[src/rtl/jets_pkg.sv]
package jets_pkg;

  localparam int Q_W        = 32;
  localparam int FRAC_BITS  = 27;
  localparam int C_W        = 29;
  localparam int LIM_W      = 31;
  localparam int PIX_W      = 10;
  localparam int D_W        = 13;
  localparam int MAG_W      = D_W - 1;
  localparam int CNT_W      = 10;
  localparam int ITER_OUT_W = 9;
  localparam int COLOR_W    = 24;
  localparam int INT_W      = 8;
  localparam int TBL_DEPTH  = 1 << CNT_W;

  localparam int IMAGE_WIDTH_DEF  = 1024;
  localparam int IMAGE_HEIGHT_DEF = 1024;
  localparam int ITER_LIMIT_DEF   = 500;
  localparam int NUM_CELLS_DEF    = 4;

  localparam longint unsigned PIX_SCALE   = 300;
  localparam longint unsigned SCALE_INT   = (64'd1 << FRAC_BITS) / PIX_SCALE;
  localparam longint unsigned SCALE_REM   = (64'd1 << FRAC_BITS) % PIX_SCALE;
  localparam int              RECIP_SHIFT = 34;
  localparam longint unsigned RECIP_MUL   =
    ((64'd1 << RECIP_SHIFT) + PIX_SCALE - 1) / PIX_SCALE;
  localparam int SINT_W  = 19;
  localparam int SREM_W  = 8;
  localparam int RMUL_W  = 26;
  localparam int PINT_W  = MAG_W + SINT_W;
  localparam int PREM_W  = MAG_W + SREM_W;
  localparam int PFRAC_W = PREM_W + RMUL_W;

  localparam int INTENSITY_MAX   = 255;
  localparam int INTENSITY_BOUND = 260100;

  localparam logic signed [C_W-1:0] C_REAL_RST = 29'sd105830678;
  localparam logic signed [C_W-1:0] C_IMAG_RST = 29'sd0;
  localparam logic [LIM_W-1:0]      LIMIT_RST  = 31'd309716802;

  typedef enum logic [1:0] {
    REG_C_REAL           = 2'd0,
    REG_C_IMAG           = 2'd1,
    REG_ESCAPE_RADIUS_SQ = 2'd2
  } cfg_reg_t;

  typedef struct packed {
    logic signed [C_W-1:0] c_re;
    logic signed [C_W-1:0] c_im;
    logic [LIM_W-1:0]      lim;
  } julia_cfg_t;

  typedef struct packed {
    logic                  valid;
    logic                  done;
    logic                  in_set;
    logic [CNT_W-1:0]      count;
    logic signed [Q_W-1:0] re;
    logic signed [Q_W-1:0] im;
  } token_t;

  function automatic logic signed [Q_W-1:0] sat_q(input logic signed [39:0] v);
    logic signed [Q_W-1:0] r;
    r = v[Q_W-1:0];
    if (!v[39] && (v[38:Q_W-1] != '0)) begin
      r = {1'b0, {(Q_W-1){1'b1}}};
    end else if (v[39] && (v[38:Q_W-1] != '1)) begin
      r = {1'b1, {(Q_W-1){1'b0}}};
    end
    return r;
  endfunction

  function automatic logic [TBL_DEPTH*INT_W-1:0] build_intensity_rom();
    logic [TBL_DEPTH*INT_W-1:0] rom;
    int v;
    rom = '0;
    v = INTENSITY_MAX;
    for (int i = 0; i < TBL_DEPTH; i++) begin
      while (v > 0 && v * v * (i + 4) > INTENSITY_BOUND) begin
        v = v - 1;
      end
      rom[i*INT_W +: INT_W] = INT_W'(v);
    end
    return rom;
  endfunction

endpackage

[src/rtl/jets_map.sv]
module jets_map
  import jets_pkg::*;
(
  input  logic                  clk,
  input  logic                  rst,
  input  logic                  in_valid,
  input  logic signed [D_W-1:0] d,
  output logic                  out_valid,
  output logic signed [Q_W-1:0] q
);

  logic [MAG_W-1:0]   mag;
  logic               s1_valid;
  logic               s1_neg;
  logic [PINT_W-1:0]  p_int;
  logic [PFRAC_W-1:0] p_frac;
  logic [Q_W-1:0]     q_mag;

  assign mag = d[D_W-1] ? MAG_W'(-d) : MAG_W'(d);

  always_ff @(posedge clk) begin
    if (rst) begin
      s1_valid <= 1'b0;
    end else begin
      s1_valid <= in_valid;
    end
  end

  always_ff @(posedge clk) begin
    s1_neg <= d[D_W-1];
    p_int  <= PINT_W'(mag) * PINT_W'(SINT_W'(SCALE_INT));
    p_frac <= PFRAC_W'(PREM_W'(mag) * PREM_W'(SREM_W'(SCALE_REM)))
              * PFRAC_W'(RMUL_W'(RECIP_MUL));
  end

  assign q_mag = Q_W'(p_int) + Q_W'(p_frac[PFRAC_W-1:RECIP_SHIFT]);

  always_ff @(posedge clk) begin
    if (rst) begin
      out_valid <= 1'b0;
    end else begin
      out_valid <= s1_valid;
    end
  end

  always_ff @(posedge clk) begin
    q <= s1_neg ? -$signed(q_mag) : $signed(q_mag);
  end

endmodule

[config.mk]
export PLATFORM = sky130hd
export DESIGN_NAME = jets_map
export DESIGN_NICKNAME = d
export VERILOG_FILES = /design/src/rtl/jets_pkg.sv /design/src/rtl/jets_map.sv
export SDC_FILE = /design/constraint.sdc
export NUM_CORES = 1
export LEC_CHECK = 0
export ABC_AREA = 0
export BUFFER_PORTS_ARGS = -buffer_cell sky130_fd_sc_hd__buf_2
export CAP_MARGIN = 30
export CORE_UTILIZATION = 50
export CTS_CLUSTER_SIZE = 25
export DETAILED_ROUTE_END_ITERATION = 16
export PLACE_DENSITY = 0.72
export SKIP_LAST_GASP = 1
export SYNTH_ARGS = -nofsm -noshare
export SYNTH_HDL_FRONTEND = slang
export SYNTH_SLANG_ARGS = --single-unit
[constraint.sdc]
create_clock -name clk -period 8.1 [get_ports clk]
set_input_delay 0.405 -clock clk [delete_from_list [all_inputs] [get_ports clk]]
set_output_delay 0.405 -clock clk [all_outputs]
set_load 0.03 [all_outputs]
==> key figures <==
Outcome
  – Status: finished, final reports clean

Route
  – Vias: 6,622
  – Vias/cell: 5.45
  – DRT iter0 DRCs: 529
  – Drt drc: 0
  – Final wirelength: 19.9 mm
  – First drt pass iteration count: 5
  – Routed Antenna Nets: 0
  – WL/cell: 16.4 um

Timing
  – Final Max Tran Viols: 0
  – Clock skew: 0.00462 ns
  – Setup violators final: 0
  – Hold violation count in the final report: 0
  – Minimum clock period: 6.64 ns
  – Slew @ Worst Pin: 0.960 ns
  – Max-slew headroom: 35.8%
  – Fmax: 0.151 GHz
  – Setup_tns: 0 ns
  – Final period util: 82.0%
  – Unrepaired setup endpoints after global routing: no

Setup path
  – Top delay family on crit path: adder cells
  – Slowest CP cell: xnor2_1
  – Worst Path Arrival: 6.90 ns
  – Critical Path Max Stage Delay: 0.56 ns
  – CP Capture Type: flop
  – CP required: 8.36 ns
  – Crit Path Class: input pin to flop
  – CP Launch Type: input pin
  – Cell mode on critical path: inv_1
  – Buf/Inv on CP: 7
  – Crit-path max FO: 9

Yosys
  – Async SR Flop Fraction: 0%
  – Synth cell types: 71
  – Top cells by count, synth: 203 x inv_1, 124 x ha_1, 96 x fa_1
  – Mapped cell area: 8750 um^2
  – Register area share after synthesis: 16.5%
  – Synth Area per Inst: 9.14 um^2
  – Synthesized instance count: 957
  – Top post-synthesis cells by area: fa_1 22%, ha_1 18%, dfxtp_1 16%
  – Yosys Warn Count: 0
  – Post-synth EDFFs: 0
  – Share of the synthesized area in the top cell type: 22.0%
  – Syn nets: 1,193
  – Main synth FF type: dfxtp_1
  – Most common cell in the synthesized netlist: inv_1
  – FF+latch count, synth: 72
  – Biggest area consumer among synthesized cells: fa_1

Place
  – Post-Place Cells: 1,200
  – Placer Congestion: 1.01
  – Post-DP HPWL: 17.1 mm
  – I/O Buffers: 48

Hold path
  – Hold crit path type: input pin to flop

Clocking
  – Clock transition at path regs: 0.05 ns
  – CTS tree: done
  – Cts bufs inserted: 9
  – H-tree depth: 3
  – Post-CTS Setup Bufs: 0
  – Max clock buf depth: 2
  – CTS root buffer: clkbuf_16
  – Hold_buf cts: 0
  – CTS Sinks: 72
  – PostCTS Resize Cnt: 0
  – Clk_lat worst skew: 0.34 ns

Die
  – Initial core utilization: 52.0%
  – Core Area: 16,800 um^2
  – Number of placed I/O pins: 49
  – Die area: 18,000 um^2
  – Die Y: 134 um
  – Width of the die: 134 um
  – FP Rows: 47

Cells and area
  – Non-Filler Instances: 1,216
  – Area growth, synth to finish: 8.05%
  – Antenna cells: 0
  – Fillers: 1,577
  – Proportion of layout cells with a drive suffix above 1: 9.74%
  – Nets: 1,227

Global routing
  – Vias in the first global route: 6,500
  – Tot GR Track Use: 23.8%
  – Initial antenna violation count: 0
  – Largest net degree at the start of global routing: 37
  – First-pass GRT wire length: 32.9 mm
  – Total grt overflow: 0

Job
  – Max_cap viols: 0
[stage by stage]
step	setup slack (ns)	hold slack (ns)	util [%]	cell area (um^2)
CTS	1.54	0.240	56.2	9450
finish	1.46	0.243	56.2	9450
floorplan	2.11	0.331	-	8750
global route	1.12	0.241	56.2	9450
global placement	1.32	0.371	54.4	9150
detailed placement	1.23	0.371	54.5	9170
[kinds of logic (layout without fill, tap and decap cells)]
group           count (synthesis)  after routing  share of synthesized area, %
simple gates                  177            177                          10.9
xor+xnor                       94             94                          9.41
mux                             2              2                         0.257
compound gates                161            161                          13.2
flops                          72             72                          16.5
buf+inv                       231            270                          10.1
fa+ha+maj                     220            220                          39.7
[cell type report]
| type | count | area [um^2] | share of cell area, % |
|---|---|---|---|
| multi-input combinational | 654 | 6430 | 68.0 |
| clock buffer | 14 | 274 | 2.90 |
| clock inverter | 2 | 12.5 | 0.132 |
| tap | 220 | 275 | 2.91 |
| sequential | 72 | 1440 | 15.2 |
| timing repair buffer | 51 | 260 | 2.75 |
| inverter | 203 | 762 | 8.06 |
[sequential cells by signal, summed over array words and instances, names as in the netlist]
name,count
s1_neg,1
out_valid,1
p_int,26
s1_valid,1
q,32
p_frac,11
[path summary, 6_finish.rpt]
path	start	to	slack (ns)	depth (start not counted)
worst max-delay path	d[0]	p_frac[37]	1.46	25
worst min-delay path	rst	out_valid	0.24	2
worst max register to register	p_frac[44]	q[30]	4.59	9
worst min register to register	p_frac[34]	q[0]	0.37	0
[placed cells by master (no fill, tap or decap), types with 5 or more instances in the layout]
cell and count:
a21o_1 19, a21oi_1 33, a31oi_1 11, and3_1 10, buf_2 49, clkbuf_16 9
dfxtp_1 72, fa_1 96, ha_1 124, inv_1 203, nand2_1 55, nand2b_1 5
nand3_1 19, nand4_1 8, nor2_1 23, nor2b_1 7, nor3_1 16, o21ai_0 36
o21bai_1 11, o31ai_1 6, or2_2 5, xnor2_1 67, xor2_1 27
[per-layer routing]
metal  track usage, %  wire length [um]
met2             38.2              9090
met5                0                 0
met1             32.1              8910
met3             5.86              1560
met4             6.12               346
Power is not shown: default switching activity piles up to over one toggle a cycle in this logic, so the estimate is an artifact.
